$ cat src/hw/rtl/dsv_pkg.sv
// dsv_pkg: types and constants shared by the date string validator.
// Channel item layouts, the parsed field set and calendar constants.
// No dependencies.
package dsv_pkg;

   // widths of the parsed fields
   localparam int DM_ACC_W    = 7;
   localparam int YEAR_ACC_W  = 14;
   localparam int DM_CNT_W    = 2;
   localparam int YEAR_CNT_W  = 3;
   localparam int MONTH_LEN_W = 5;

   // characters
   localparam logic [7:0] CHAR_SLASH = 8'h2F;
   localparam logic [7:0] CHAR_ZERO  = 8'h30;
   localparam logic [7:0] CHAR_NINE  = 8'h39;

   // digit count limits per field
   localparam logic [DM_CNT_W-1:0]   DM_MIN_DIGITS   = 2'd1;
   localparam logic [DM_CNT_W-1:0]   DM_MAX_DIGITS   = 2'd2;
   localparam logic [YEAR_CNT_W-1:0] YEAR_MIN_DIGITS = 3'd2;
   localparam logic [YEAR_CNT_W-1:0] YEAR_MAX_DIGITS = 3'd4;
   localparam logic [YEAR_CNT_W-1:0] YEAR_SHORT_DIGITS = 3'd2;

   localparam logic [YEAR_ACC_W-1:0] YEAR_BASE = 14'd2000;

   // months
   localparam logic [DM_ACC_W-1:0] MONTH_FIRST = 7'd1;
   localparam logic [DM_ACC_W-1:0] MONTH_LAST  = 7'd12;
   localparam logic [DM_ACC_W-1:0] MONTH_FEB   = 7'd2;
   localparam logic [DM_ACC_W-1:0] MONTH_APR   = 7'd4;
   localparam logic [DM_ACC_W-1:0] MONTH_JUN   = 7'd6;
   localparam logic [DM_ACC_W-1:0] MONTH_SEP   = 7'd9;
   localparam logic [DM_ACC_W-1:0] MONTH_NOV   = 7'd11;
   localparam logic [DM_ACC_W-1:0] DAY_FIRST   = 7'd1;

   localparam logic [MONTH_LEN_W-1:0] DAYS_FEB      = 5'd28;
   localparam logic [MONTH_LEN_W-1:0] DAYS_FEB_LEAP = 5'd29;
   localparam logic [MONTH_LEN_W-1:0] DAYS_SHORT    = 5'd30;
   localparam logic [MONTH_LEN_W-1:0] DAYS_LONG     = 5'd31;

   // year / 100 by reciprocal: (y * 5243) >> 19, exact for every 14-bit year up to 9999
   localparam int RECIP_SHIFT = 19;
   localparam int CENT_W      = 8;
   localparam int PROD_W      = RECIP_SHIFT + CENT_W;
   localparam logic [PROD_W-1:0]     RECIP_100 = 27'd5243;
   localparam logic [YEAR_ACC_W-1:0] CENTURY   = 14'd100;

   typedef struct packed {
      logic [7:0] text_char;
      logic       is_last;
   } req_item_type;

   typedef struct packed {
      logic                  date_valid;
      logic [DM_ACC_W-1:0]   day_value;
      logic [DM_ACC_W-1:0]   month_value;
      logic [YEAR_ACC_W-1:0] year_value;
   } rsp_item_type;

   // digit counts and decimal values of the three fields
   typedef struct packed {
      logic [DM_CNT_W-1:0]   day_digits;
      logic [DM_CNT_W-1:0]   month_digits;
      logic [YEAR_CNT_W-1:0] year_digits;
      logic [DM_ACC_W-1:0]   day_acc;
      logic [DM_ACC_W-1:0]   month_acc;
      logic [YEAR_ACC_W-1:0] year_acc;
   } field_set_type;

endpackage

$ cat src/hw/rtl/dsv_req_if.sv
// dsv_req_if: valid/ready channel carrying one character item.
// Depends on dsv_pkg for the item layout.
interface dsv_req_if;
   logic                  valid;
   logic                  ready;
   dsv_pkg::req_item_type item;

   modport source (output valid, output item, input ready);
   modport sink (input valid, input item, output ready);
endinterface

$ cat src/hw/rtl/dsv_rsp_if.sv
// dsv_rsp_if: valid/ready channel carrying one parsed date item.
// Depends on dsv_pkg for the item layout.
interface dsv_rsp_if;
   logic                  valid;
   logic                  ready;
   dsv_pkg::rsp_item_type item;

   modport source (output valid, output item, input ready);
   modport sink (input valid, input item, output ready);
endinterface

$ cat src/hw/rtl/dsv_field_parser.sv
// dsv_field_parser: input register, field phase and decimal accumulators.
// Hands the finished field set of each string to the checker.
// Depends on dsv_pkg and dsv_req_if.
module dsv_field_parser (
   input  logic                   clock,
   input  logic                   reset,
   dsv_req_if.sink                req_chan,
   output logic                   fields_valid,
   output dsv_pkg::field_set_type fields,
   input  logic                   fields_ready
);
   import dsv_pkg::*;

   localparam logic [1:0] PHASE_DAY   = 2'd0;
   localparam logic [1:0] PHASE_MONTH = 2'd1;
   localparam logic [1:0] PHASE_YEAR  = 2'd2;

   logic          in_valid_ff, in_valid_in;
   req_item_type  in_item_ff;
   logic [1:0]    phase_ff, phase_in, phase_next;
   field_set_type acc_ff, acc_in, work;
   logic          fld_valid_ff, fld_valid_in;
   field_set_type fld_ff, fld_in;

   logic          consume;
   logic          is_digit;
   logic [3:0]    digit_val;
   logic [7:0]    char_off;

   // a last item needs room in the field register, others just update state
   assign consume        = in_valid_ff && (!in_item_ff.is_last || !fld_valid_ff || fields_ready);
   assign req_chan.ready = !in_valid_ff || consume;

   assign char_off  = in_item_ff.text_char - CHAR_ZERO;
   assign digit_val = char_off[3:0];

   always_comb begin
      is_digit   = in_item_ff.text_char inside {[CHAR_ZERO:CHAR_NINE]};
      work       = acc_ff;
      phase_next = phase_ff;
      case (phase_ff)
         PHASE_DAY: begin
            if (is_digit) begin
               if (work.day_digits < DM_MAX_DIGITS)
                  work.day_acc = DM_ACC_W'(work.day_acc * 7'd10 + DM_ACC_W'(digit_val));
               if (work.day_digits <= DM_MAX_DIGITS)
                  work.day_digits = DM_CNT_W'(work.day_digits + 2'd1);
            end else if (in_item_ff.text_char == CHAR_SLASH) begin
               phase_next = PHASE_MONTH;
            end
         end
         PHASE_MONTH: begin
            if (is_digit) begin
               if (work.month_digits < DM_MAX_DIGITS)
                  work.month_acc = DM_ACC_W'(work.month_acc * 7'd10 + DM_ACC_W'(digit_val));
               if (work.month_digits <= DM_MAX_DIGITS)
                  work.month_digits = DM_CNT_W'(work.month_digits + 2'd1);
            end else if (in_item_ff.text_char == CHAR_SLASH) begin
               phase_next = PHASE_YEAR;
            end
         end
         default: begin
            // year field: further slashes are ignored
            if (is_digit) begin
               if (work.year_digits < YEAR_MAX_DIGITS)
                  work.year_acc =
                     YEAR_ACC_W'(work.year_acc * 14'd10 + YEAR_ACC_W'(digit_val));
               if (work.year_digits <= YEAR_MAX_DIGITS)
                  work.year_digits = YEAR_CNT_W'(work.year_digits + 3'd1);
            end
         end
      endcase
   end

   always_comb begin
      in_valid_in  = req_chan.ready ? req_chan.valid : 1'b1;
      phase_in     = phase_ff;
      acc_in       = acc_ff;
      fld_in       = fld_ff;
      fld_valid_in = fld_valid_ff && !fields_ready;
      if (consume) begin
         if (in_item_ff.is_last) begin
            phase_in     = PHASE_DAY;
            acc_in       = '0;
            fld_in       = work;
            fld_valid_in = 1'b1;
         end else begin
            phase_in = phase_next;
            acc_in   = work;
         end
      end
   end

   always_ff @(posedge clock) begin
      if (reset) begin
         in_valid_ff  <= 1'b0;
         phase_ff     <= PHASE_DAY;
         acc_ff       <= '0;
         fld_valid_ff <= 1'b0;
      end else begin
         in_valid_ff  <= in_valid_in;
         phase_ff     <= phase_in;
         acc_ff       <= acc_in;
         fld_valid_ff <= fld_valid_in;
      end
   end

   always_ff @(posedge clock) begin
      if (req_chan.valid && req_chan.ready) begin
         in_item_ff <= req_chan.item;
      end
      fld_ff <= fld_in;
   end

   assign fields_valid = fld_valid_ff;
   assign fields       = fld_ff;

endmodule

$ cat src/hw/rtl/dsv_date_check.sv
// dsv_date_check: calendar check of a parsed field set and the result register.
// Applies the two-digit year offset and the Gregorian leap rule.
// Depends on dsv_pkg and dsv_rsp_if.
module dsv_date_check (
   input  logic                   clock,
   input  logic                   reset,
   input  logic                   fields_valid,
   input  dsv_pkg::field_set_type fields,
   output logic                   fields_ready,
   dsv_rsp_if.source              rsp_chan
);
   import dsv_pkg::*;

   logic                   out_valid_ff, out_valid_in;
   rsp_item_type           out_item_ff, out_item_in;

   logic [PROD_W-1:0]      prod;
   logic [CENT_W-1:0]      cent;
   logic                   is_century;
   logic                   is_leap;
   logic [MONTH_LEN_W-1:0] month_len;
   logic [YEAR_ACC_W-1:0]  year_out;
   logic                   counts_ok;
   logic                   date_ok;

   assign fields_ready = !out_valid_ff || rsp_chan.ready;

   // adding 2000 never changes the leap answer, so test the raw value
   assign prod       = PROD_W'(fields.year_acc) * RECIP_100;
   assign cent       = prod[RECIP_SHIFT +: CENT_W];
   assign is_century = (YEAR_ACC_W'(cent) * CENTURY) == fields.year_acc;
   assign is_leap    = (fields.year_acc[1:0] == 2'b00) && (!is_century || cent[1:0] == 2'b00);

   assign year_out = (fields.year_digits == YEAR_SHORT_DIGITS)
                     ? YEAR_ACC_W'(fields.year_acc + YEAR_BASE) : fields.year_acc;

   always_comb begin
      case (fields.month_acc)
         MONTH_FEB: month_len = is_leap ? DAYS_FEB_LEAP : DAYS_FEB;
         MONTH_APR, MONTH_JUN, MONTH_SEP, MONTH_NOV: month_len = DAYS_SHORT;
         default: month_len = DAYS_LONG;
      endcase
   end

   always_comb begin
      counts_ok = (fields.day_digits inside {[DM_MIN_DIGITS:DM_MAX_DIGITS]})
               && (fields.month_digits inside {[DM_MIN_DIGITS:DM_MAX_DIGITS]})
               && (fields.year_digits inside {[YEAR_MIN_DIGITS:YEAR_MAX_DIGITS]});
      date_ok   = (fields.month_acc inside {[MONTH_FIRST:MONTH_LAST]})
               && (fields.day_acc >= DAY_FIRST)
               && (fields.day_acc <= DM_ACC_W'(month_len));
      out_item_in.date_valid  = counts_ok && date_ok;
      out_item_in.day_value   = fields.day_acc;
      out_item_in.month_value = fields.month_acc;
      out_item_in.year_value  = year_out;
   end

   assign out_valid_in = (fields_valid && fields_ready) || (out_valid_ff && !rsp_chan.ready);

   always_ff @(posedge clock) begin
      if (reset) begin
         out_valid_ff <= 1'b0;
      end else begin
         out_valid_ff <= out_valid_in;
      end
   end

   always_ff @(posedge clock) begin
      if (fields_valid && fields_ready) begin
         out_item_ff <= out_item_in;
      end
   end

   assign rsp_chan.valid = out_valid_ff;
   assign rsp_chan.item  = out_item_ff;

endmodule

$ cat src/hw/rtl/date_string_validator_unit.sv
// date_string_validator_unit: top level of the d/m/y date string validator.
// Depends on dsv_pkg, dsv_req_if, dsv_rsp_if, dsv_field_parser and dsv_date_check.
//
// Usage:
//   req_chan takes one character item per handshake, text_char plus is_last
//   on the final character of a string. Digits build the day, month and
//   year fields, the first two slashes step to the next field, anything else
//   is skipped.
//   rsp_chan gives one item per string, after its last character: date_valid
//   and the parsed day, month and year (two-digit years plus 2000).
//   Throughput: one character per cycle, except while req_chan.ready is low
//   (see Stall). The result passes through the input register, the field
//   register and the result register, in that order.
//   Reset: synchronous; clears the field phase and accumulators and empties
//   all three registers, so the first character after reset starts a string.
//   Stall: while a result waits on rsp_chan, characters keep flowing into the
//   accumulators; the field register holds one more finished string, and
//   req_chan.ready drops only when a further last character finds both full.
module date_string_validator_unit (
   input logic       clock,
   input logic       reset,
   dsv_req_if.sink   req_chan,
   dsv_rsp_if.source rsp_chan
);
   import dsv_pkg::*;

   logic          fields_valid;
   logic          fields_ready;
   field_set_type fields;

   dsv_field_parser u_parser (
      .clock        (clock),
      .reset        (reset),
      .req_chan     (req_chan),
      .fields_valid (fields_valid),
      .fields       (fields),
      .fields_ready (fields_ready)
   );

   dsv_date_check u_check (
      .clock        (clock),
      .reset        (reset),
      .fields_valid (fields_valid),
      .fields       (fields),
      .fields_ready (fields_ready),
      .rsp_chan     (rsp_chan)
   );

   // a stalled field set stays put until the checker takes it
   a_fields_hold: assert property (@(posedge clock) disable iff (reset)
      fields_valid && !fields_ready |=> fields_valid && $stable(fields))
      else $error("field set changed while stalled");

   a_reset_empty: assert property (@(posedge clock)
      reset |=> !rsp_chan.valid)
      else $error("result valid right after reset");

   // a new result only comes from a field set handed over the cycle before
   a_rsp_source: assert property (@(posedge clock) disable iff (reset)
      $rose(rsp_chan.valid) |-> $past(fields_valid && fields_ready))
      else $error("result appeared without a field set");

   a_valid_range: assert property (@(posedge clock) disable iff (reset)
      rsp_chan.valid && rsp_chan.item.date_valid |->
         rsp_chan.item.month_value >= MONTH_FIRST && rsp_chan.item.month_value <= MONTH_LAST
         && rsp_chan.item.day_value >= DAY_FIRST
         && rsp_chan.item.day_value <= DM_ACC_W'(DAYS_LONG))
      else $error("valid date out of calendar range");

endmodule

$ cat src/flat_wrapper.sv
// flat-port wrapper written by rule: the top's interface ports become plain ports
module date_string_validator_unit_flat import dsv_pkg::*;
  (clock, reset, req_chan_valid, req_chan_item, req_chan_ready, rsp_chan_valid, rsp_chan_item, rsp_chan_ready);
  dsv_req_if req_chan_i ();
  dsv_rsp_if rsp_chan_i ();
  input logic clock;
  input logic reset;
  input wire logic [$bits(req_chan_i.valid)-1:0] req_chan_valid;
  input wire logic [$bits(req_chan_i.item)-1:0] req_chan_item;
  output wire logic [$bits(req_chan_i.ready)-1:0] req_chan_ready;
  output wire logic [$bits(rsp_chan_i.valid)-1:0] rsp_chan_valid;
  output wire logic [$bits(rsp_chan_i.item)-1:0] rsp_chan_item;
  input wire logic [$bits(rsp_chan_i.ready)-1:0] rsp_chan_ready;
  assign req_chan_i.valid = req_chan_valid;
  assign req_chan_i.item = req_chan_item;
  assign req_chan_ready = req_chan_i.ready;
  assign rsp_chan_valid = rsp_chan_i.valid;
  assign rsp_chan_item = rsp_chan_i.item;
  assign rsp_chan_i.ready = rsp_chan_ready;
  date_string_validator_unit u_core (.clock(clock), .reset(reset), .req_chan(req_chan_i), .rsp_chan(rsp_chan_i));
endmodule
$ cat config.mk
export PLATFORM = sky130hd
export DESIGN_NAME = date_string_validator_unit_flat
export DESIGN_NICKNAME = d
export VERILOG_FILES = /design/src/hw/rtl/dsv_pkg.sv /design/src/hw/rtl/dsv_req_if.sv /design/src/hw/rtl/dsv_rsp_if.sv /design/src/hw/rtl/dsv_field_parser.sv /design/src/hw/rtl/dsv_date_check.sv /design/src/hw/rtl/date_string_validator_unit.sv /design/src/flat_wrapper.sv
export SDC_FILE = /design/constraint.sdc
export NUM_CORES = 1
export LEC_CHECK = 0
export BUFFER_PORTS_ARGS = -buffer_cell sky130_fd_sc_hd__buf_2
export CAP_MARGIN = 20
export CORE_MARGIN = 4
export CORE_UTILIZATION = 59
export CTS_BUF_LIST = sky130_fd_sc_hd__clkbuf_8
export CTS_CLUSTER_SIZE = 40
export DETAILED_ROUTE_END_ITERATION = 7
export GPL_ROUTABILITY_DRIVEN = 1
export PLACE_DENSITY = 0.78
export SLEW_MARGIN = 20
export SYNTH_ARGS = -nofsm -noshare
export SYNTH_HDL_FRONTEND = slang
export SYNTH_SLANG_ARGS = --single-unit
$ cat constraint.sdc
create_clock -name clock -period 8.1 [get_ports clock]
set_input_delay 0.405 -clock clock [delete_from_list [all_inputs] [get_ports clock]]
set_output_delay 0.405 -clock clock [all_outputs]
set_load 0.05 [all_outputs]
* Word-level counts from Yosys, hierarchy flattened *
Index checks and enable logic that the tools add are counted.

cells by class
  add/subtract/negate cells = 8
  multiply operators = 5
  divide/modulo/power cells = 0
  $lt $le $gt $ge = 18
  equality and inequality tests = 13
  shift operators = 0
  mux-type cells = 31
  bitwise gates (word level) = 0
  reduce and logical (&&, ||, !) cells = 37

operator list
  cell                    number
  $mux 14                 4
  $mux 7                  6
  $mux 35                 1
  $mul 14x13->27 const B  1
  $mux 2                  11
  $logic_and 1x1->1       16
  $add 14x11->14 const B  1
  $add 14x4->14           1
  $add 7x4->7             2
  $eq 14x14->1            1
  $eq 7x3->1 const B      2
  $eq 7x4->1 const B      2
  $ge 7x1->1 const B      2
  $mul 14x3->13 const B   1
  $mul 7x3->6 const B     2
  $mul 8x5->12 const B    1
  $ne 3x3->1 const B      4
  $mux 3                  3
  $eq 8x6->1 const B      1
  $ge 8x6->1 const B      1
  $le 2x2->1 const B      4
  $le 8x6->1 const B      1
  $pmux 2 s2              2
  $eq 7x2->1 const B      1
  other kinds (21)        41

storage, ports and cells
  register bits after elaboration = 113
  latch bits = 0
  bits in writable memories = 0
  ROM bits = 0
  input port bits = 13
  word-level logic and storage cells = 134
  memories = 0

* Logic depth before layout (Yosys ltp) *
  depth after elaboration = 11
  depth in mapped cells = 35

* Cells and area by module *
Synthesis repeated with hierarchy kept, for this count alone.

second synthesis, totals
  cells, all modules = 970
  area, all modules = 10203.5 sq um

by module, submodules not included
  module            instances  cells each  area each (sq um)  sequential area each (sq um)
  dsv_date_check    1          539         5627.9             890.9
  dsv_field_parser  1          431         4575.6             2102.0

* Worst setup path before layout *
OpenSTA, ideal clock, no wires.

  path type = flip-flop to flip-flop
  start point = register u_core.u_parser.fld_ff, in the netlist u_core.u_parser.fields[11]
  end point = register u_core.u_check.out_item_ff, in the netlist u_core.u_check.rsp_chan.item[28] (data pin)
  arrival = 7.969 ns
  slack = -0.136 ns
  cell stages (with the launch flop) = 34
  buffers on the path = 0
  period minus slack after synthesis = 8.236 ns
  cells stage by stage = edfxtp_1 -> ha_1 -> fa_1 -> fa_1 -> fa_1 -> inv_1 -> fa_1 -> inv_1 -> ha_1 -> o21a_1 -> o211ai_1 -> o21ai_0 -> o21ai_0 -> o21bai_1 -> xnor2_1 -> inv_1 -> ha_1 -> ha_1 -> inv_1 -> fa_1 -> inv_1 -> ha_1 -> a21o_1 -> a21o_1 -> a21oi_1 -> xnor2_1 -> or3_1 -> a2111oi_0 -> a31oi_1 -> ha_1 -> a21oi_1 -> o21ai_0 -> nand4_1 -> a211oi_1

RTL lines
  element                   line                     source
  start: declaration        dsv_field_parser.sv:23   field_set_type fld_ff, fld_in;
  start signal: assignment  dsv_field_parser.sv:112  fld_ff <= fld_in;
  end signal: assignment    dsv_date_check.sv:70     out_item_ff <= out_item_in;
  end: declaration          dsv_date_check.sv:15     rsp_item_type out_item_ff, out_item_in;

==> flow_summary.yaml <==
outcome:
  status: "finished, violations left"
  violations: "negative setup slack"
critical_path:
  crit_type: "reg -> reg"
  cp_slowest_cell: "fa_1"
  cp_top_family: "adder cells"
  cpMostUsedCell: "fa_1"
  required_ns: 8.26
  end_kind: "flop"
  worstPathArrival_ns: 8.77
  max_stage_delay_ns: 0.58
  cp-start-kind: "flop"
  crit_path_max_fanout: 4
  crit_buf_inv: 10
sta:
  finalSetupViolations: 1
  setup_slack_ns: -0.508
  slew_viol_final: 0
  rsz0062_at_grt: "true"
  min_period_ns: 8.61
  hold_viol: 0
  slew_headroom_pct: 30.2
  holdWs_ns: 0.150
  skew_ns: 0.0143
  worst_pin_slew_ns: 1.04
  max_freq_mhz: 116
  period_share_pct: 106
synthesis:
  synth_warnings: 0
  synth.distinct_cells: 65
  synth.avg_cell_area_sq_um: 10.8
  postSynthCellCount: 910
  ys_seq_area_share_pct: 30.5
  syn_nets: 1167
  synth-edff-count: 73
  async_reset_ff_share_pct: 0
  ys.flop_type: "edfxtp_1"
  synth-seq-cells: 113
  syn_area_sq_um: 9830
detailed_routing:
  routed-via-count: 7272
  drt-initial-drc-count: 397
  dr.pass1.iters: 7
  routedWlPerCell_microns: 18.6
  routed_wl_microns: 23900
  viasPerCell: 5.67
  drcViolationCount: 0
  antenna_left: 0
place:
  dp_hpwl_microns: 16400
  port_buffers: 43
  gp_congestion: 0.921
min_path:
  hold_class: "in -> reg"
grt:
  antenna_found_initial: 0
  grt.overflow.total: 0
  grt_pass1_vias: 7470
  grt_pass1_wl_microns: 36500
  grt_use_total_pct: 25.1
  grt_max_degree: 40
clock_tree:
  htree_levels: 4
  cts.clk_slew.worst_paths_ns: 0.07
  worstSkewPairLatency_ns: 0.43
  clockRootBuffer: "clkbuf_8"
  cts_buffers: 17
  cts.sinks: 113
  cts_tree: "built"
  postCtsHoldBufs: 0
  clk_path_buf_depth: 2
floorplanning:
  dieArea_sq_um: 18800
  io_pins: 44
  die_x_microns: 137
  chipHeight_microns: 137
  initial_core_util_pct: 61.0
  coreArea_sq_um: 16100
  num_rows: 46
pwr:
  p_per_area_nw_per_um2: 299
  p_leak_uw: 0.00548
  ir_drop_mv: 0.402
  power_uw: 3550
flow_run:
  maxCapViolCount: 0
finish:
  mostFrequentLayoutCells: "ha_1 (156), inv_1 (135), buf_4 (81), edfxtp_1 (73), fa_1 (69)"
  drive_gt1_share_pct: 24.9
  nets: 1311
  layout_commonest_cell: "ha_1"
  area_growth_pct: 20.9
  antenna-diode-count: 0
==> cells by family after synthesis <==
logic type / Yosys count / synth area share [%]
buffers and inverters: 159 / 6.17
xor gates and xnor gates: 74 / 6.67
DFF: 113 / 30.5
and+or+nand+nor: 164 / 8.47
muxes: 17 / 1.95
AOI/OAI and AO/OA: 139 / 9.73
adders and majority gates: 244 / 36.6
==> layout make-up <==
type	instances	area [sq um]
multi-input cells	638	6680
fillers	1050	4230
flip-flops and latches	113	2990
repair buffers	141	1010
inverters	143	537
clock buffers	20	275
well taps	216	270
clock inverters	12	120
==> flip-flops by register name, indices dropped and copies added, names as in the netlist <==
| name | count |
|---|---|
| u_core.u_check.rsp_chan.valid | 1 |
| u_core.u_parser.fields_valid | 1 |
| u_core.u_parser.in_valid_ff | 1 |
| u_core.u_parser.fields | 35 |
| u_core.u_parser.phase_ff | 2 |
| u_core.u_parser.in_item_ff | 9 |
| u_core.u_check.rsp_chan.item | 29 |
| u_core.u_parser.acc_ff | 35 |
==> metal layers <==
| layer | vias up | GRT usage [%] | part of all wire, % | wire length, microns |
|---|---|---|---|---|
| li1 | 3427 | - | - | - |
| met1 | 3577 | 31.2 | 41 | 9910 |
| met2 | 191 | 44.2 | 51 | 12200 |
| met3 | 77 | 3.16 | 3.5 | 843 |
| met4 | 0 | 10.2 | 4.1 | 978 |
| met5 | - | 0 | 0 | 0 |
==> report_power, final <==
| part | total, uW | leakage (uW) | switching (uW) | internal [uW] |
|---|---|---|---|---|
| combinational | 2400 | 0.00427 | 1190 | 1210 |
| sequential | 636 | 0.000999 | 12.1 | 624 |
| clock | 516 | 0.000206 | 222 | 293 |
| total | 3550 | 0.00548 | 1420 | 2130 |
==> final timing paths <==
| path | startpoint | endpoint | slack, ns | cells past startpoint |
|---|---|---|---|---|
| max | u_core.u_parser.fields[10]$_DFFE_PP_ | u_core.u_check.rsp_chan.item[28]$_DFFE_PP_ | -0.51 | 37 |
| min | req_chan_item[4] | u_core.u_parser.in_item_ff[4]$_DFFE_PP_ | 0.15 | 1 |
| max reg2reg | u_core.u_parser.fields[10]$_DFFE_PP_ | u_core.u_check.rsp_chan.item[28]$_DFFE_PP_ | -0.51 | 37 |
| min reg2reg | u_core.u_parser.fields[27]$_DFFE_PP_ | u_core.u_check.rsp_chan.item[27]$_DFFE_PP_ | 0.45 | 0 |
==> cell usage after synthesis, types with 3 or more instances <==
cell | n | area, sq um
a211oi_1 | 4 | 30.0
a21o_1 | 15 | 113
a21oi_1 | 38 | 190
a22oi_1 | 29 | 218
and2_1 | 7 | 43.8
and4_1 | 3 | 26.3
clkbuf_1 | 13 | 48.8
dfxtp_1 | 40 | 801
edfxtp_1 | 73 | 2190
fa_1 | 72 | 1440
ha_1 | 172 | 2150
inv_1 | 143 | 537
mux2_2 | 17 | 191
nand2_1 | 25 | 93.8
nand2b_1 | 5 | 31.3
nand3_1 | 7 | 35.0
nand4_1 | 6 | 37.5
nor2_1 | 62 | 233
nor2b_1 | 5 | 31.3
nor3_1 | 14 | 70.1
nor3b_1 | 4 | 30.0
o211ai_1 | 3 | 22.5
o21a_1 | 3 | 22.5
o21ai_0 | 16 | 80.1
o22ai_1 | 3 | 18.8
o31ai_1 | 4 | 30.0
o41ai_1 | 4 | 35.0
or2_2 | 4 | 25.0
or3_1 | 5 | 31.3
xnor2_1 | 57 | 499
xor2_1 | 16 | 140
==> stage by stage <==
stage               utilization [%]  std cells  TNS (ns)  setup WS [ns]  cell area [sq um]
floorplan                         -        910         0        0.00373               9860
global placement               66.9       1219   -0.0143        -0.0143              10800
detailed placement             66.9       1219    -0.279         -0.279              10800
CTS                            72.6       1276    -0.117         -0.117              11700
global route                   73.8       1283    -0.717         -0.717              11900
finish                         73.8       1283    -0.508         -0.508              11900
==> what timing repair did <==
| item | CTS | global route |
|---|---|---|
| endpoints found under the setup margin | 1 | 1 |
| buffers inserted | 25 | 6 |
| gates cloned | 0 | 0 |
| pin swaps | 56 | 39 |
| resized for setup | 62 | 24 |
Power figures use the tool's default switching activity.
